File: src/hdl/cpsu_pkg.sv
// Package of the punctuator scanner: beat types and token kind codes.
// Depends on nothing; used by the scanner and its checker.
package cpsu_pkg;

    localparam int COLUMN_BITS = 16;
    localparam int KIND_BITS   = 6;

    localparam logic [KIND_BITS-1:0] K_INC          = 6'd0;
    localparam logic [KIND_BITS-1:0] K_PLUS_ASSIGN  = 6'd1;
    localparam logic [KIND_BITS-1:0] K_PLUS         = 6'd2;
    localparam logic [KIND_BITS-1:0] K_DEC          = 6'd3;
    localparam logic [KIND_BITS-1:0] K_MINUS_ASSIGN = 6'd4;
    localparam logic [KIND_BITS-1:0] K_ARROW        = 6'd5;
    localparam logic [KIND_BITS-1:0] K_MINUS        = 6'd6;
    localparam logic [KIND_BITS-1:0] K_STAR_ASSIGN  = 6'd7;
    localparam logic [KIND_BITS-1:0] K_STAR         = 6'd8;
    localparam logic [KIND_BITS-1:0] K_SLASH_ASSIGN = 6'd9;
    localparam logic [KIND_BITS-1:0] K_SLASH        = 6'd10;
    localparam logic [KIND_BITS-1:0] K_PCT_ASSIGN   = 6'd11;
    localparam logic [KIND_BITS-1:0] K_HASHHASH     = 6'd12;
    localparam logic [KIND_BITS-1:0] K_HASH         = 6'd13;
    localparam logic [KIND_BITS-1:0] K_PERCENT      = 6'd14;
    localparam logic [KIND_BITS-1:0] K_RBRACE       = 6'd15;
    localparam logic [KIND_BITS-1:0] K_EQ           = 6'd16;
    localparam logic [KIND_BITS-1:0] K_ASSIGN       = 6'd17;
    localparam logic [KIND_BITS-1:0] K_NE           = 6'd18;
    localparam logic [KIND_BITS-1:0] K_NOT          = 6'd19;
    localparam logic [KIND_BITS-1:0] K_SHL_ASSIGN   = 6'd20;
    localparam logic [KIND_BITS-1:0] K_SHL          = 6'd21;
    localparam logic [KIND_BITS-1:0] K_LE           = 6'd22;
    localparam logic [KIND_BITS-1:0] K_LBRACKET     = 6'd23;
    localparam logic [KIND_BITS-1:0] K_LT           = 6'd24;
    localparam logic [KIND_BITS-1:0] K_LBRACE       = 6'd25;
    localparam logic [KIND_BITS-1:0] K_SHR_ASSIGN   = 6'd26;
    localparam logic [KIND_BITS-1:0] K_SHR          = 6'd27;
    localparam logic [KIND_BITS-1:0] K_GE           = 6'd28;
    localparam logic [KIND_BITS-1:0] K_GT           = 6'd29;
    localparam logic [KIND_BITS-1:0] K_ANDAND       = 6'd30;
    localparam logic [KIND_BITS-1:0] K_AMP_ASSIGN   = 6'd31;
    localparam logic [KIND_BITS-1:0] K_AMP          = 6'd32;
    localparam logic [KIND_BITS-1:0] K_OROR         = 6'd33;
    localparam logic [KIND_BITS-1:0] K_PIPE_ASSIGN  = 6'd34;
    localparam logic [KIND_BITS-1:0] K_PIPE         = 6'd35;
    localparam logic [KIND_BITS-1:0] K_CARET_ASSIGN = 6'd36;
    localparam logic [KIND_BITS-1:0] K_CARET        = 6'd37;
    localparam logic [KIND_BITS-1:0] K_TILDE        = 6'd38;
    localparam logic [KIND_BITS-1:0] K_QUESTION     = 6'd39;
    localparam logic [KIND_BITS-1:0] K_RBRACKET     = 6'd40;
    localparam logic [KIND_BITS-1:0] K_COLON        = 6'd41;
    localparam logic [KIND_BITS-1:0] K_SEMI         = 6'd42;
    localparam logic [KIND_BITS-1:0] K_COMMA        = 6'd43;
    localparam logic [KIND_BITS-1:0] K_LPAREN       = 6'd44;
    localparam logic [KIND_BITS-1:0] K_RPAREN       = 6'd45;
    localparam logic [KIND_BITS-1:0] K_ELLIPSIS     = 6'd46;
    localparam logic [KIND_BITS-1:0] K_DOT          = 6'd47;
    localparam logic [KIND_BITS-1:0] K_DOTNUM       = 6'd48;
    localparam logic [KIND_BITS-1:0] K_BAD          = 6'd49;

    typedef struct packed {
        logic [7:0]             ch;
        logic [COLUMN_BITS-1:0] col;
        logic                   flush;
    } t_in_beat;

    typedef struct packed {
        logic [KIND_BITS-1:0]   token_kind;
        logic [COLUMN_BITS-1:0] tok_col;
        logic                   is_last;
    } t_out_beat;

endpackage

File: src/hdl/c_punctuator_scanner_unit.sv
// Top level of the C punctuator scanner: input register, longest-match logic, result buffer.
// Depends on cpsu_pkg for the beat types and the token kind codes.

// Takes one character beat per cycle while the result buffer can take its results, and
// returns punctuator tokens by longest match, with optional digraphs. A beat waits in the
// input register until the result buffer is free, and its results are then registered
// into that buffer. A beat yields zero to three results, which leave the three-entry
// result buffer one per cycle while the receiver is ready, so a beat with more than one
// result holds up the next beat; with one result or none per beat and a ready receiver
// the rate is one beat per cycle. The buffer is refilled in the same cycle in which its last result is taken.
module c_punctuator_scanner_unit
    import cpsu_pkg::*;
(
    input  logic      i_clk,
    input  logic      i_rst_n,
    input  logic      i_cfg_we,
    input  logic      i_cfg_wdata,
    input  logic      i_in_valid,
    output logic      o_in_ready,
    input  t_in_beat  i_in_data,
    output logic      o_out_valid,
    input  logic      i_out_ready,
    output t_out_beat o_out_data
);

    localparam logic [4:0] P_IDLE    = 5'd0;
    localparam logic [4:0] P_PLUS    = 5'd1;
    localparam logic [4:0] P_MINUS   = 5'd2;
    localparam logic [4:0] P_STAR    = 5'd3;
    localparam logic [4:0] P_SLASH   = 5'd4;
    localparam logic [4:0] P_PCT     = 5'd5;
    localparam logic [4:0] P_PCOL    = 5'd6;
    localparam logic [4:0] P_PCOLPCT = 5'd7;
    localparam logic [4:0] P_EQ      = 5'd8;
    localparam logic [4:0] P_BANG    = 5'd9;
    localparam logic [4:0] P_LT      = 5'd10;
    localparam logic [4:0] P_LTLT    = 5'd11;
    localparam logic [4:0] P_GT      = 5'd12;
    localparam logic [4:0] P_GTGT    = 5'd13;
    localparam logic [4:0] P_AMP     = 5'd14;
    localparam logic [4:0] P_PIPE    = 5'd15;
    localparam logic [4:0] P_CARET   = 5'd16;
    localparam logic [4:0] P_COLON   = 5'd17;
    localparam logic [4:0] P_HASH    = 5'd18;
    localparam logic [4:0] P_DOT     = 5'd19;
    localparam logic [4:0] P_DOTDOT  = 5'd20;

    typedef struct packed {
        logic                 done;
        logic                 grow;
        logic [KIND_BITS-1:0] kind;
        logic [4:0]           nxt;
    } t_ext;

    typedef struct packed {
        logic                 is_prefix;
        logic [4:0]           prefix;
        logic [KIND_BITS-1:0] kind;
    } t_start;

    function automatic t_ext extend(input logic [4:0] p, input logic [7:0] c, input logic dg);
        t_ext e;
        e = '{done: 1'b0, grow: 1'b0, kind: K_BAD, nxt: P_IDLE};
        unique case (p)
            P_PLUS: begin
                if (c == "+") e = '{1'b1, 1'b0, K_INC, P_IDLE};
                else if (c == "=") e = '{1'b1, 1'b0, K_PLUS_ASSIGN, P_IDLE};
            end
            P_MINUS: begin
                if (c == "-") e = '{1'b1, 1'b0, K_DEC, P_IDLE};
                else if (c == "=") e = '{1'b1, 1'b0, K_MINUS_ASSIGN, P_IDLE};
                else if (c == ">") e = '{1'b1, 1'b0, K_ARROW, P_IDLE};
            end
            P_STAR:  if (c == "=") e = '{1'b1, 1'b0, K_STAR_ASSIGN, P_IDLE};
            P_SLASH: if (c == "=") e = '{1'b1, 1'b0, K_SLASH_ASSIGN, P_IDLE};
            P_EQ:    if (c == "=") e = '{1'b1, 1'b0, K_EQ, P_IDLE};
            P_BANG:  if (c == "=") e = '{1'b1, 1'b0, K_NE, P_IDLE};
            P_CARET: if (c == "=") e = '{1'b1, 1'b0, K_CARET_ASSIGN, P_IDLE};
            P_PCT: begin
                if (c == "=") e = '{1'b1, 1'b0, K_PCT_ASSIGN, P_IDLE};
                else if (c == ":" && dg) e = '{1'b0, 1'b1, K_BAD, P_PCOL};
                else if (c == ">" && dg) e = '{1'b1, 1'b0, K_RBRACE, P_IDLE};
            end
            P_PCOL:    if (c == "%") e = '{1'b0, 1'b1, K_BAD, P_PCOLPCT};
            P_PCOLPCT: if (c == ":") e = '{1'b1, 1'b0, K_HASHHASH, P_IDLE};
            P_LT: begin
                if (c == "<") e = '{1'b0, 1'b1, K_BAD, P_LTLT};
                else if (c == "=") e = '{1'b1, 1'b0, K_LE, P_IDLE};
                else if (c == ":" && dg) e = '{1'b1, 1'b0, K_LBRACKET, P_IDLE};
                else if (c == "%" && dg) e = '{1'b1, 1'b0, K_LBRACE, P_IDLE};
            end
            P_LTLT: if (c == "=") e = '{1'b1, 1'b0, K_SHL_ASSIGN, P_IDLE};
            P_GT: begin
                if (c == ">") e = '{1'b0, 1'b1, K_BAD, P_GTGT};
                else if (c == "=") e = '{1'b1, 1'b0, K_GE, P_IDLE};
            end
            P_GTGT: if (c == "=") e = '{1'b1, 1'b0, K_SHR_ASSIGN, P_IDLE};
            P_AMP: begin
                if (c == "&") e = '{1'b1, 1'b0, K_ANDAND, P_IDLE};
                else if (c == "=") e = '{1'b1, 1'b0, K_AMP_ASSIGN, P_IDLE};
            end
            P_PIPE: begin
                if (c == "|") e = '{1'b1, 1'b0, K_OROR, P_IDLE};
                else if (c == "=") e = '{1'b1, 1'b0, K_PIPE_ASSIGN, P_IDLE};
            end
            P_COLON: if (c == ">" && dg) e = '{1'b1, 1'b0, K_RBRACKET, P_IDLE};
            P_HASH:  if (c == "#") e = '{1'b1, 1'b0, K_HASHHASH, P_IDLE};
            P_DOT: begin
                if (c == ".") e = '{1'b0, 1'b1, K_BAD, P_DOTDOT};
                else if (c >= "0" && c <= "9") e = '{1'b1, 1'b0, K_DOTNUM, P_IDLE};
            end
            P_DOTDOT: if (c == ".") e = '{1'b1, 1'b0, K_ELLIPSIS, P_IDLE};
            default: e = '{done: 1'b0, grow: 1'b0, kind: K_BAD, nxt: P_IDLE};
        endcase
        return e;
    endfunction

    function automatic logic [KIND_BITS-1:0] lone_kind(input logic [4:0] p);
        logic [KIND_BITS-1:0] k;
        unique case (p)
            P_PLUS:    k = K_PLUS;
            P_MINUS:   k = K_MINUS;
            P_STAR:    k = K_STAR;
            P_SLASH:   k = K_SLASH;
            P_PCT:     k = K_PERCENT;
            P_PCOL:    k = K_HASH;
            P_PCOLPCT: k = K_HASH;
            P_EQ:      k = K_ASSIGN;
            P_BANG:    k = K_NOT;
            P_LT:      k = K_LT;
            P_LTLT:    k = K_SHL;
            P_GT:      k = K_GT;
            P_GTGT:    k = K_SHR;
            P_AMP:     k = K_AMP;
            P_PIPE:    k = K_PIPE;
            P_CARET:   k = K_CARET;
            P_COLON:   k = K_COLON;
            P_HASH:    k = K_HASH;
            P_DOT:     k = K_DOT;
            P_DOTDOT:  k = K_DOT;
            default:   k = K_BAD;
        endcase
        return k;
    endfunction

    function automatic t_start start_of(input logic [7:0] c);
        t_start s;
        s = '{is_prefix: 1'b1, prefix: P_IDLE, kind: K_BAD};
        unique case (c)
            "+": s.prefix = P_PLUS;
            "-": s.prefix = P_MINUS;
            "*": s.prefix = P_STAR;
            "/": s.prefix = P_SLASH;
            "%": s.prefix = P_PCT;
            "=": s.prefix = P_EQ;
            "!": s.prefix = P_BANG;
            "<": s.prefix = P_LT;
            ">": s.prefix = P_GT;
            "&": s.prefix = P_AMP;
            "|": s.prefix = P_PIPE;
            "^": s.prefix = P_CARET;
            ":": s.prefix = P_COLON;
            "#": s.prefix = P_HASH;
            ".": s.prefix = P_DOT;
            "~": s = '{1'b0, P_IDLE, K_TILDE};
            "?": s = '{1'b0, P_IDLE, K_QUESTION};
            ";": s = '{1'b0, P_IDLE, K_SEMI};
            ",": s = '{1'b0, P_IDLE, K_COMMA};
            "(": s = '{1'b0, P_IDLE, K_LPAREN};
            ")": s = '{1'b0, P_IDLE, K_RPAREN};
            "[": s = '{1'b0, P_IDLE, K_LBRACKET};
            "]": s = '{1'b0, P_IDLE, K_RBRACKET};
            "{": s = '{1'b0, P_IDLE, K_LBRACE};
            "}": s = '{1'b0, P_IDLE, K_RBRACE};
            default: s = '{1'b0, P_IDLE, K_BAD};
        endcase
        return s;
    endfunction

    logic                   r_dg;
    logic                   r_in_valid;
    t_in_beat               r_in;
    logic [4:0]             r_prefix;
    logic [COLUMN_BITS-1:0] r_pcol;
    t_out_beat              r_res [3];
    logic [1:0]             r_rem;
    logic [1:0]             r_idx;

    logic                   buf_free;
    logic                   commit;
    logic [4:0]             n_prefix;
    logic [COLUMN_BITS-1:0] n_pcol;
    t_out_beat              n_res [3];
    logic [1:0]             n_cnt;

    logic                   va, vb, vc;
    logic [KIND_BITS-1:0]   ka, kb, kc;
    logic [COLUMN_BITS-1:0] ca, cb, cc;
    logic [4:0]             p1;
    logic [COLUMN_BITS-1:0] pc1;
    logic                   p1_live;
    logic                   do_start;
    t_ext                   ext;
    t_start                 st;
    t_out_beat              sa, sb, sc;

    assign buf_free   = (r_rem == 2'd0) || ((r_rem == 2'd1) && i_out_ready);
    assign commit     = r_in_valid && buf_free;
    assign o_in_ready = !r_in_valid || commit;

    assign o_out_valid = (r_rem != 2'd0);
    assign o_out_data  = r_res[r_idx];

    always_comb begin
        va = 1'b0; vb = 1'b0; vc = 1'b0;
        ka = K_BAD; kb = K_BAD; kc = K_BAD;
        ca = r_pcol; cb = r_pcol; cc = r_in.col;
        p1 = r_prefix;
        pc1 = r_pcol;
        do_start = 1'b0;
        n_prefix = P_IDLE;
        n_pcol = r_pcol;
        p1_live = 1'b0;
        ext = extend(r_prefix, r_in.ch, r_dg);
        st = start_of(r_in.ch);

        if (r_in.flush) begin
            if (r_prefix == P_PCOLPCT) begin
                va = 1'b1; ka = K_HASH;
                vb = 1'b1; kb = K_PERCENT; cb = r_pcol + COLUMN_BITS'(2);
            end else if (r_prefix == P_DOTDOT) begin
                va = 1'b1; ka = K_DOT;
                vb = 1'b1; kb = K_DOT; cb = r_pcol + COLUMN_BITS'(1);
            end else if (r_prefix != P_IDLE && r_prefix <= P_DOTDOT) begin
                va = 1'b1; ka = lone_kind(r_prefix);
            end
        end else begin
            if (r_prefix == P_PCOLPCT && r_in.ch != ":") begin
                va = 1'b1; ka = K_HASH;
                p1 = P_PCT; pc1 = r_pcol + COLUMN_BITS'(2);
            end else if (r_prefix == P_DOTDOT && r_in.ch != ".") begin
                va = 1'b1; ka = K_DOT;
                p1 = P_DOT; pc1 = r_pcol + COLUMN_BITS'(1);
            end
            ext = extend(p1, r_in.ch, r_dg);
            p1_live = (p1 != P_IDLE) && (p1 <= P_DOTDOT);
            n_pcol = pc1;
            if (!p1_live) begin
                do_start = 1'b1;
            end else if (ext.done) begin
                vb = 1'b1; kb = ext.kind; cb = pc1;
            end else if (ext.grow) begin
                n_prefix = ext.nxt;
            end else begin
                vb = 1'b1; kb = lone_kind(p1); cb = pc1;
                do_start = 1'b1;
            end
            if (do_start) begin
                if (st.is_prefix) begin
                    n_prefix = st.prefix;
                    n_pcol = r_in.col;
                end else begin
                    vc = 1'b1; kc = st.kind;
                end
            end
        end

        sa = '{token_kind: ka, tok_col: ca, is_last: !vb && !vc};
        sb = '{token_kind: kb, tok_col: cb, is_last: !vc};
        sc = '{token_kind: kc, tok_col: cc, is_last: 1'b1};

        n_cnt = 2'(va) + 2'(vb) + 2'(vc);
        n_res[0] = va ? sa : (vb ? sb : sc);
        n_res[1] = (va && vb) ? sb : sc;
        n_res[2] = sc;
    end

    always_ff @(posedge i_clk) begin
        if (!i_rst_n) begin
            r_dg       <= 1'b1;
            r_in_valid <= 1'b0;
            r_prefix   <= P_IDLE;
            r_pcol     <= '0;
            r_rem      <= 2'd0;
            r_idx      <= 2'd0;
        end else begin
            if (i_cfg_we) begin
                r_dg <= i_cfg_wdata;
            end
            if (o_in_ready) begin
                r_in_valid <= i_in_valid;
            end
            if (commit) begin
                r_prefix <= n_prefix;
                r_pcol   <= n_pcol;
                r_rem    <= n_cnt;
                r_idx    <= 2'd0;
            end else if (o_out_valid && i_out_ready) begin
                r_rem <= r_rem - 2'd1;
                r_idx <= r_idx + 2'd1;
            end
        end
    end

    always_ff @(posedge i_clk) begin
        if (o_in_ready) begin
            r_in <= i_in_data;
        end
        if (commit) begin
            r_res <= n_res;
        end
    end

endmodule

File: config.mk
export PLATFORM = sky130hd
export DESIGN_NAME = c_punctuator_scanner_unit
export DESIGN_NICKNAME = d
export VERILOG_FILES = /design/src/hdl/cpsu_pkg.sv /design/src/hdl/c_punctuator_scanner_unit.sv
export SDC_FILE = /design/constraint.sdc
export NUM_CORES = 1
export LEC_CHECK = 0
export BUFFER_PORTS_ARGS = -buffer_cell sky130_fd_sc_hd__buf_2
export CAP_MARGIN = 20
export CORE_MARGIN = 2
export CORE_UTILIZATION = 54
export DETAILED_ROUTE_END_ITERATION = 8
export PLACE_DENSITY = 0.82
export SYNTH_ARGS = -nofsm -noshare
export SYNTH_HDL_FRONTEND = slang
export SYNTH_SLANG_ARGS = --single-unit
File: constraint.sdc
create_clock -name i_clk -period 5.1 [get_ports i_clk]
set_input_delay 1.02 -clock i_clk [delete_from_list [all_inputs] [get_ports i_clk]]
set_output_delay 1.02 -clock i_clk [all_outputs]
set_load 0.005 [all_outputs]
# Word-level counts from Yosys, hierarchy flattened
# Memory sizes are Yosys's and may differ from the RTL's. A register that Yosys moved wholly into a read port is not among the register bits.
# Index checks and enable logic that the tools add are counted.
# W data, S select, Z words.
[totals]
regBits = 120
romBits = 384
inputBits = 31
out_inout_bits = 25
wordCells = 208
mem_count = 2
[memory_table]
columns = ["memory", "depth", "word_bits", "rd", "rd_ports_with_merged_regs", "write_ports", "line", "rtl"]
rows = [
  ["(no name shown)", 32, 6, 1, 1, 0, "c_punctuator_scanner_unit.sv:120", "unique case (p)"],
  ["(no name shown)", 32, 6, 1, 0, 0, "c_punctuator_scanner_unit.sv:120", ""],
]
[classes]
add_sub_neg = 6
magnitude_cmp = 5
eq_ne = 50
n_mux = 99
bitwise = 3
n_reduce_logical = 26
[op_table]
columns = ["operator", "count"]
rows = [
  ["$mux W13", 32],
  ["$pmux W13 S20", 1],
  ["$mux W16", 10],
  ["$eq A8 B6 Y1 const B", 18],
  ["$mux W23", 5],
  ["$mux W6", 13],
  ["$pmux W5 S15", 1],
  ["$mux W5", 13],
  ["$pmux W6 S10", 1],
  ["$eq A8 B7 Y1 const B", 7],
  ["$bmux W23 S2", 1],
  ["$eq A5 B4 Y1 const B", 8],
  ["$eq A5 B5 Y1 const B", 6],
  ["$eq A5 B3 Y1 const B", 5],
  ["$mux W1", 19],
  ["$add A16 B1 Y16 const B", 1],
  ["$add A16 B2 Y16 const B", 1],
  ["$ne A8 B6 Y1 const B", 2],
  ["$reduce_or A15 Y1", 1],
  ["$logic_and A1 B1 Y1", 13],
  ["$mux W12", 1],
  ["$eq A5 B2 Y1 const B", 2],
  ["$le A5 B5 Y1 const B", 2],
  ["$reduce_bool A5 Y1", 2],
  ["other kinds (18)", 24],
]

# Logic depth before layout (Yosys ltp)
# Gate-level depths: netlist of the first run.
[logic_depth]
depth_word = 17
ltp_mapped = 24
depth_no_buf = 20

# Least setup slack after synthesis of the first run
# No wires, ideal clock.
[synth_timing]
kind = "flip-flop to flip-flop"
start = "reg r_in[24] (netlist name)"
end = "reg with a tool-made name"
setup_time_ns = 0.130
arrival_time_ns = 4.750
required_ns = 4.970
setup_slack_ns = 0.220
path_stages_with_launch = 22
path_buffers = 3
period_less_slack_ns = 4.880
cell_sequence = "edfxtp_1 -> or4b_4 -> buf_2 -> o211ai_1 -> buf_2 -> nand2b_1 -> ha_1 -> clkbuf_1 -> and3b_1 -> o21ai_0 -> a21oi_1 -> nor4_2 -> nand4_1 -> a21o_1 -> a32oi_1 -> inv_1 -> ha_1 -> and2_1 -> a31oi_1 -> o211ai_1 -> nand3_1 -> o211ai_1"
[synth_lines]
columns = ["item", "line", "rtl"]
rows = [
  ["from (decl)", "c_punctuator_scanner_unit.sv:182", "t_in_beat r_in;"],
  ["from (signal assigned)", "c_punctuator_scanner_unit.sv:307", "r_in <= i_in_data;"],
]

==> metrics.yaml, run 1 <==
outcome:
  status: "completed"
floorplan:
  io_pins: 56
  start_util_pct: 55.1
  die_w_um: 131
  fp-row-count: 46
  die_height_um: 131
  core-area_mm2: 0.0158
  die-area_mm2: 0.0172
synthesis:
  synth_compound_area_share_pct: 24.7
  synthSimpleGateAreaFrac_pct: 22.7
  synthFlopType: "edfxtp_1"
  synth_top_cell_area_share_pct: 32.0
  synth_seq_cells: 126
  synth.most_common_cell: "nand2_1"
  synth.distinct_cells: 104
  synthTopCellsByArea: "edfxtp_1 32%, dfxtp_1 7.6%, nand2_1 6.2%, o21ai_0 5.1%, a21oi_1 4.0%"
  synth_top_family_by_area: "compound AO/OA/AOI/OAI gates"
  synthTopCellsByCount: "143 x nand2_1, 93 x edfxtp_1, 89 x o21ai_0"
  synth_area_per_cell_um2: 8.81
  synth-async-reset-ratio_pct: 0
  synthXorXnorAreaFrac_pct: 1.71
  yosysWarnings: 0
  synthCells: 989
  ys_seq_area_share_pct: 39.6
  synth_nets: 1036
  synth_edf_count: 93
  synthMuxAreaShare_pct: 3.98
  syn_area_mm2: 0.00872
  synthAdderAreaFrac_pct: 2.38
  synth_area_leader_cell: "edfxtp_1"
timing:
  final_max_slew_viol_count: 0
  hold_viol_final: 0
  finClkSkew_ns: 0.0124
  worst_slew_pin_slew_ns: 1.07
  tns_ns: 0
  setup_viol: 0
  rsz0062_at_grt: "no"
  setup_slack_ns: 0.252
  clock.fmax_mhz: 206
  max-slew-margin-rel_pct: 27.7
  period_share_pct: 95.1
  fin_crit_ns: 4.85
drt:
  routed_via_density: 6.59
  wl_per_cell_um: 22.5
  drc: 0
  num_vias: 8528
  dr.first_iter.drc_count: 1085
  drt_pre_antenna_iters: 6
  postRouteAntennaNets: 0
  wl_mm: 29.2
place:
  dpl_worst_slack_ns: 0.181
  dp.final_hpwl_mm: 21.2
  post-place-cells: 1255
  port_buffers: 55
  gp_congestion: 1.03
cts:
  htreeDepth: 4
  cts.sinks: 126
  numCtsBuffers: 17
  clkTransAtPathRegs_ns: 0.07
  root_buffer: "clkbuf_16"
  clk_latency_ns: 0.43
  cts_tree: "yes"
  cts.path.max_buffers: 2
cells_and_area:
  fillers: 1317
  fin_cells: 1294
  area_growth_pct: 15.7
  nets: 1111
  drive_above_1_share_pct: 19.6
  postLayoutCoreUtil_pct: 63.7
job:
  max_cap_viol_count: 0
global_route:
  grt_overflow: 0
  grt_pass1_wl_mm: 43.6
  track_usage_pct: 34.0
  grt_start_max_net_pins: 73
  antenna_found_initial: 1
  grt_pass1_vias: 7586
critical_path:
  end_kind: "flip-flop"
  worst_path_largest_cell_delay_ns: 0.62
  worstPathRequired_ns: 5.39
  worstSetupPathType: "flip-flop to flip-flop"
  worstPathArrival_ns: 5.14
  start_kind: "flip-flop"
  critPathMaxFanout: 10
  worstPathCellList: "or4b_4 > a211oi_4 > a21oi_1 > buf_4 > ha_1 > buf_4 > a211o_1 > nand4_1 > a221o_1 > o211a_2 > nand4_1 > a21o_1 > a32oi_1 > inv_1 > ha_1 > and2_1 > a31oi_1 > o211ai_1 > nand3_1 > o211ai_1"
  crit_slowest_cell: "or4b_4"
power_and_ir_drop:
  power.total_mw: 3.26
  ir_drop_uv: 244
  leakagePower_nw: 3.56
  p_per_area_mw_per_mm2: 324
worst_hold_path:
  hold_path_class: "flip-flop to flip-flop"
## cell usage in the layout (no fill, tap or decap), drive strengths merged, types with 9 or more instances in the layout
master  count
nand3      28
nor3       21
nor4       14
inv        39
nor2       74
o21ai     102
ha         15
o22ai      11
a211oi     19
xnor2      14
clkbuf     17
a31oi       9
a21o       10
and2       10
a21oi      72
mux2i      29
nand2b     13
buf       123
nand2     144
o211ai     14
edfxtp     93
or3        12
dfxtp      33
nand4      12
## state kept, by name, summed over array words and instances (netlist names), named ones only
name and cells:
r_prefix 5, r_rem 2, ca 16, r_dg 1
r_in 9, r_res 68, r_idx 2, r_in_valid 1
cc 16
## metal layers
layer  vias up  share of wire [%]  GRT usage (%)
li1       3884                  -              -
met1      4006                 43           49.2
met2       566                 44           51.1
met3        72                 11           6.92
met4         0                2.6           11.0
met5         -                  0              0
## power breakdown
| part | internal [mW] | leakage [nW] | total (mW) | switching (mW) |
|---|---|---|---|---|
| logic | 0.265 | 2.15 | 0.723 | 0.457 |
| clock network | 0.646 | 0.268 | 1.19 | 0.541 |
| registers | 1.27 | 1.14 | 1.35 | 0.0844 |
| total | 2.18 | 3.56 | 3.26 | 1.08 |
## cell type report
cell class	instances	area, um^2	area share [%]
tap	216	270	2.68
multi-input combinational	764	4870	48.3
sequential	126	3450	34.2
timing repair buffer	123	798	7.91
inverter	32	125	1.24
clock inverter	15	144	1.43
clock buffer	17	425	4.22
antenna	1	2.50	0.0248
## worst paths after layout
check | startpoint | end | slack [ns] | cells past startpoint
setup / recovery | r_prefix[1] | flip-flop | 0.25 | 20
hold / removal | cc[7] | r_res[8] | 0.52 | 0
setup reg to reg | r_prefix[1] | flip-flop | 0.25 | 20
hold reg to reg | cc[7] | r_res[8] | 0.52 | 0
## stage by stage
step / hold WS [ns] / area (um^2)
2_1_floorplan: 0.462 / 8720
3_3_place_gp: 0.491 / 9430
3_5_place_dp: 0.496 / 9430
4_1_cts: 0.519 / 10000
5_1_grt: 0.522 / 10100
6_report: 0.517 / 10100
## worst max-delay path, delay by kind of cell, from the launching register on
family / cells / cell delay (ns)
compound gates: 10 / 1.97
simple gates: 5 / 1.25
buf+inv: 3 / 0.53
fa+ha+maj: 2 / 0.51
flops: 1 / 0.46
## logic make-up after synthesis
| kind of cell | Yosys count |
|---|---|
| compound gates | 315 |
| xor+xnor | 17 |
| fa+ha+maj | 16 |
| buf+inv | 99 |
| flops | 126 |
| mux | 34 |
| simple gates | 382 |
## timing repair
action                     in CTS  in global routing
setup endpoints to repair       0                  5
hold endpoints to repair        0                  0
hold buffers                    0                  0
setup buffers                   0                  6
resized for setup               0                  6
(Power assumes the default switching activity.)
==> inputs of run 2 (changes only) <==
--- a/config.mk
+++ b/config.mk
@@ -11,6 +11,7 @@
 export CORE_UTILIZATION = 54
 export DETAILED_ROUTE_END_ITERATION = 8
 export PLACE_DENSITY = 0.82
+export REMOVE_ABC_BUFFERS = 1
 export SYNTH_ARGS = -nofsm -noshare
 export SYNTH_HDL_FRONTEND = slang
 export SYNTH_SLANG_ARGS = --single-unit
==> metrics.yaml, run 2 (synthesized netlist as in run 1, its figures left out) <==
drt:
  drc: 0  # unchanged
  postRouteAntennaNets: 0  # unchanged
  routed_via_density: 6.47  # was 6.59
  num_vias: 8346  # was 8528
  wl_per_cell_um: 20.8  # was 22.5 um
  wl_mm: 26.9  # was 29.2 mm
  drt_pre_antenna_iters: 6  # unchanged
  dr.first_iter.drc_count: 1273  # was 1085
timing:
  finClkSkew_ns: 0.00888  # was 0.0124 ns
  max-slew-margin-rel_pct: 34.8  # was 27.7%
  clock.fmax_mhz: 206  # about the same
  fin_crit_ns: 4.85  # about the same
  rsz0062_at_grt: "no"  # unchanged
  setup_slack_ns: 0.251  # was 0.252 ns
  setup_viol: 0  # unchanged
  hold_viol_final: 0  # unchanged
  tns_ns: 0  # unchanged
  final_max_slew_viol_count: 0  # unchanged
  period_share_pct: 95.1  # about the same
  worst_slew_pin_slew_ns: 0.976  # was 1.07 ns
cells_and_area:
  nets: 1107  # was 1111
  most-common-layout-cells: "143 x nand2_1, 93 x edfxtp_1, 89 x o21ai_0"  # unchanged
  area_growth_pct: 15.5  # was 15.7%
  n_antenna_cell: 0  # was 1
  top_register: "r_res"  # unchanged
  drive_above_1_share_pct: 19.3  # was 19.6%
  largest_reg_flops: 68  # unchanged
  final_common_cell: "nand2_1"  # unchanged
power_and_ir_drop:
  switchingPower_mw: 1.00  # was 1.08 mW
  p_per_area_mw_per_mm2: 328  # was 324 mW/mm^2
  leakagePower_nw: 3.56  # about the same
  p_comb_share_pct: 21.2  # was 22.1%
  p_int_mw: 2.30  # was 2.18 mW
  ir_drop_uv: 273  # was 244 uV
  power_frac_seq_pct: 40.8  # was 41.5%
  swShare_pct: 30.3  # was 33.2%
  p_clk_share_pct: 38.0  # was 36.4%
  power.total_mw: 3.30  # was 3.26 mW
critical_path:
  regToRegSetupSlack_ns: 0.25  # about the same
  worstPathArrival_ns: 5.12  # was 5.14 ns
  critPathMaxFanout: 9  # was 10
  worstSetupPathType: "flip-flop to flip-flop"  # unchanged
  crit_slowest_cell: "or4_1"  # was or4b_4
  worstPathRequired_ns: 5.37  # was 5.39 ns
  start_kind: "flip-flop"  # unchanged
  worstPathCellList: "or4b_4 > o211ai_1 > nand2b_1 > ha_1 > nand2b_1 > o21a_1 > a211oi_1 > or4_1 > buf_4 > nor4_4 > buf_4 > o2111ai_2 > a21oi_1 > o21ai_1 > a21oi_1"  # was or4b_4 > a211oi_4 > a21oi_1 > buf_4 > ha_1 > buf_4 > a211o_1 > nand4_1 > a221o_1 > o211a_2 > nand4_1 > a21o_1 > a32oi_1 > inv_1 > ha_1 > and2_1 > a31oi_1 > o211ai_1 > nand3_1 > o211ai_1
  worst_path_largest_cell_delay_ns: 0.65  # was 0.62 ns
  end_kind: "flip-flop"  # unchanged
cts:
  cts_tree: "yes"  # unchanged
  cts.path.max_buffers: 2  # unchanged
  htreeDepth: 4  # unchanged
  numCtsBuffers: 17  # unchanged
  cts.sinks: 126  # unchanged
  root_buffer: "clkbuf_16"  # unchanged
  clk_latency_ns: 0.44  # was 0.43 ns
  cts-hold-fix-buffers: 0  # unchanged
  clkTransAtPathRegs_ns: 0.06  # was 0.07 ns
global_route:
  grt_pass1_vias: 7848  # was 7586
  grt_overflow: 0  # unchanged
  antenna_found_initial: 0  # was 1
  track_usage_pct: 32.1  # was 34.0%
  grt_start_max_net_pins: 73  # unchanged
  grt_pass1_wl_mm: 42.0  # was 43.6 mm
outcome:
  status: "completed"  # unchanged
place:
  port_buffers: 55  # unchanged
  dp.final_hpwl_mm: 19.5  # was 21.2 mm
  dpl_worst_slack_ns: 0.285  # was 0.181 ns
  gp_congestion: 1.07  # was 1.03
worst_hold_path:
  hold_path_class: "flip-flop to flip-flop"  # unchanged
floorplan:
  fp-row-count: 46  # unchanged
  die-area_mm2: 0.0172  # unchanged
  die_w_um: 131  # unchanged
  core-area_mm2: 0.0158  # unchanged
  io_pins: 56  # unchanged
  start_util_pct: 55.1  # unchanged
  die_height_um: 131  # unchanged
job:
  max_cap_viol_count: 0  # unchanged
-- run 2: cell types whose count changed in the layout (fill, tap and decap cells not counted), sizes merged --
cell / previous run / this run
clkinvlp: 4 / 2
buf: 123 / 119
clkinv: 4 / 8
diode: 1 / 0
inv: 39 / 34
bufinv: 0 / 3
-- run 2: what timing repair did --
action	4_1_cts	5_1_grt
endpoints found under the setup margin	0	2
setup buffers	0	3
endpoints found under the hold margin	0	0
resized for setup	0	6
-- run 2: layer usage --
metal	vias to the layer above	wire length (um)	track usage [%]
li1	3854	-	-
met1	3869	11300	45.5
met2	541	11900	48.1
met3	82	2900	6.76
met4	0	778	12.6
met5	-	0	0
-- run 2: critical path, delay by kind of cell, from the launching register on --
| kind | cells | cell delay, ns |
|---|---|---|
| flip-flops | 1 | 0.52 |
| buffers and inverters | 2 | 0.45 |
| adder cells (fa/ha/maj) | 1 | 0.33 |
| AND/OR/NAND/NOR | 5 | 1.87 |
| AO/OA/AOI/OAI | 7 | 1.49 |
-- run 2: through the flow --
stage / utilization [%] / cell area (um^2) / cells / hold WS (ns)
after CTS: 63.3 / 10000 / 1286 / 0.501
after global placement: 59.5 / 9410 / 1254 / 0.487
after floorplan: - / 8410 / 922 / 0.462
after global routing: 63.6 / 10100 / 1289 / 0.519
after detailed placement: 59.5 / 9410 / 1254 / 0.493
final: 63.6 / 10100 / 1289 / 0.503
-- run 2: final cells by class --
cell class,count,area [um^2]
clock buffers,17,425
clock inverters,15,184
fillers,1283,5760
inverters,32,125
multi-input cells,764,4860
flip-flops and latches,126,3450
well taps,216,270
repair buffers,119,756
-- run 2: worst paths after layout --
kind | startpoint | end | cells after the start
setup / recovery | r_in[24] | r_res[64] | 15
hold / removal | r_rem[1] | r_rem[1] | 2
setup reg to reg | r_in[24] | r_res[64] | 15
hold reg to reg | r_rem[1] | r_rem[1] | 2
-- run 2: power groups by stage --
stage / logic, mW / clock network [mW] / registers [mW]
2_1_floorplan: 0.392 / 0 / 1.38
3_3_place_gp: 0.665 / 0 / 1.36
3_5_place_dp: 0.679 / 0 / 1.36
4_1_cts: 0.685 / 1.26 / 1.34
5_1_grt: 0.772 / 1.31 / 1.36
6_report: 0.699 / 1.26 / 1.35
==> inputs of run 3 (changes only) <==
--- a/config.mk
+++ b/config.mk
@@ -9,7 +9,9 @@
 export CAP_MARGIN = 20
 export CORE_MARGIN = 2
 export CORE_UTILIZATION = 54
+export CTS_CLUSTER_DIAMETER = 200
 export DETAILED_ROUTE_END_ITERATION = 8
+export GPL_TIMING_DRIVEN = 0
 export PLACE_DENSITY = 0.82
 export REMOVE_ABC_BUFFERS = 1
 export SYNTH_ARGS = -nofsm -noshare
==> metrics.yaml, run 3 (synthesized netlist as in run 1, its figures left out) <==
power_and_ir_drop:
  power.total_mw: 3.39  # was 3.30 mW
  p_per_area_mw_per_mm2: 320  # was 328 mW/mm^2
  ir_drop_uv: 296  # was 273 uV
  leakagePower_nw: 3.74  # was 3.56 nW
job:
  max_cap_viol_count: 0  # unchanged
cells_and_area:
  nets: 1133  # was 1107
  top_register: "r_res"  # unchanged
  final_common_cell: "nand2_1"  # unchanged
  fin_cells: 1315  # was 1289
  largest_reg_flops: 68  # unchanged
  drive_above_1_share_pct: 24.4  # was 19.3%
  most-common-layout-cells: "142 x nand2_1, 93 x edfxtp_1, 88 x o21ai_0"  # was 143 x nand2_1, 93 x edfxtp_1, 89 x o21ai_0
  n_antenna_cell: 0  # unchanged
  area_growth_pct: 21.5  # was 15.5%
cts:
  numCtsBuffers: 17  # unchanged
  htreeDepth: 4  # unchanged
  cts_tree: "yes"  # unchanged
  clkTransAtPathRegs_ns: 0.06  # about the same
  clk_latency_ns: 0.43  # was 0.44 ns
  cts.path.max_buffers: 2  # unchanged
  root_buffer: "clkbuf_16"  # unchanged
  cts.sinks: 126  # unchanged
critical_path:
  crit_family: "simple AND/OR/NAND/NOR gates"  # unchanged
  reg2reg_depth: 15  # unchanged
  worst_path_largest_cell_delay_ns: 0.55  # was 0.65 ns
  start_kind: "flip-flop"  # unchanged
  path_depth: 15  # unchanged
  critical_path_buf_inv_count: 2  # unchanged
  worstPathRequired_ns: 5.37  # about the same
  end_kind: "flip-flop"  # unchanged
  worstPathCellList: "buf_4 > or4b_4 > o211ai_1 > nand2b_1 > ha_4 > or4bb_4 > nor4_1 > a211o_1 > nor2_1 > nand4_1 > a21boi_1 > o21a_2 > clkinv_4 > a211oi_1 > o22ai_1"  # was or4b_4 > o211ai_1 > nand2b_1 > ha_1 > nand2b_1 > o21a_1 > a211oi_1 > or4_1 > buf_4 > nor4_4 > buf_4 > o2111ai_2 > a21oi_1 > o21ai_1 > a21oi_1
  worstSetupPathType: "flip-flop to flip-flop"  # unchanged
  crit_slowest_cell: "or4b_4"  # was or4_1
  worstPathArrival_ns: 5.35  # was 5.12 ns
  critPathMaxFanout: 9  # unchanged
floorplan:
  die_height_um: 131  # unchanged
  io_pins: 56  # unchanged
  die_w_um: 131  # unchanged
  start_util_pct: 55.1  # unchanged
  fp-row-count: 46  # unchanged
  die-area_mm2: 0.0172  # unchanged
  core-area_mm2: 0.0158  # unchanged
worst_hold_path:
  hold_path_depth: 2  # unchanged
  hold_path_class: "flip-flop to flip-flop"  # unchanged
timing:
  hold_viol_final: 0  # unchanged
  setup_viol: 0  # unchanged
  final_max_slew_viol_count: 0  # unchanged
  tns_ns: 0  # unchanged
  max-slew-margin-rel_pct: 29.5  # was 34.8%
  period_share_pct: 99.5  # was 95.1%
  worst_slew_pin_slew_ns: 1.04  # was 0.976 ns
  finClkSkew_ns: 0.00820  # was 0.00888 ns
  fin_crit_ns: 5.08  # was 4.85 ns
  clock.fmax_mhz: 197  # was 206 MHz
  hold-worst-slack_ns: 0.504  # was 0.503 ns
drt:
  drc: 0  # unchanged
  num_vias: 8898  # was 8346
  postRouteAntennaNets: 0  # unchanged
  wl_per_cell_um: 21.7  # was 20.8 um
  dr.first_iter.drc_count: 1165  # was 1273
  routed_via_density: 6.77  # was 6.47
  drt_pre_antenna_iters: 7  # was 6
  wl_mm: 28.6  # was 26.9 mm
global_route:
  antenna_found_initial: 0  # unchanged
  grt_pass1_vias: 7814  # was 7848
  grt_pass1_wl_mm: 42.0  # about the same
  grt_overflow: 0  # unchanged
  grt_start_max_net_pins: 41  # was 73
  track_usage_pct: 31.8  # was 32.1%
outcome:
  status: "completed"  # unchanged
place:
  post-place-cells: 1198  # was 1254
  dp.final_hpwl_mm: 17.7  # was 19.5 mm
  port_buffers: 55  # unchanged
  gp_congestion: 0.955  # was 1.07
## run 3: changes by cell type in the layout (fill, tap and decap cells not counted), sizes merged
cell	before	now
inv	34	29
clkbuf	17	26
bufinv	3	2
buf	119	143
clkinv	8	7
## run 3: final timing paths
kind / from / to / slack, ns
worst min-delay path: r_rem[1] / r_rem[1] / 0.50
worst max register to register: r_in[21] / flip-flop / 0.02
worst max-delay path: r_in[21] / flip-flop / 0.02
worst min register to register: r_rem[1] / r_rem[1] / 0.50
## run 3: layer usage
metal	vias up	GRT usage [%]	wire [um]	share of wire, %
met5	-	0	0	0
met4	0	11.7	1330	4.6
met3	148	5.94	3500	12
met2	697	49.0	12600	44
met1	4134	44.9	11200	39
li1	3919	-	-	-
## run 3: stage by stage
stage / utilization, % / area [um^2] / setup slack [ns]
CTS: 64.2 / 10200 / 0.000707
global route: 66.9 / 10600 / -0.101
global placement: 56.6 / 8950 / -1.90
floorplan: - / 8410 / -0.281
detailed placement: 57.1 / 9040 / -1.95
finish: 66.9 / 10600 / 0.0247
## run 3: power by group
part | leakage [nW] | switching, mW | internal [mW]
Sequential | 1.14 | 0.117 | 1.27
Clock | 0.304 | 0.452 | 0.813
Combinational | 2.30 | 0.434 | 0.303
Total | 3.74 | 1.00 | 2.38
## run 3: worst reg2reg max path: cells and delay by family (launching register included)
family	cells	cell delay [ns]
AO/OA/AOI/OAI	6	1.89
buffers and inverters	2	0.28
adder cells (fa/ha/maj)	1	0.25
AND/OR/NAND/NOR	6	2.08
flip-flops	1	0.43
## run 3: layout make-up
type | count | area, um^2
Clock buffer | 24 | 523
Clock inverter | 8 | 103
Fill cell | 1237 | 5240
Inverter | 32 | 128
Multi-Input combinational cell | 764 | 5100
Sequential cell | 126 | 3470
Tap cell | 216 | 270
Timing Repair Buffer | 145 | 997
## run 3: repair_timing
item	4_1_cts	5_1_grt
setup endpoints to repair	81	42
gates resized for setup	41	21
pin swaps	11	22
hold buffers	0	0
setup buffers	37	48
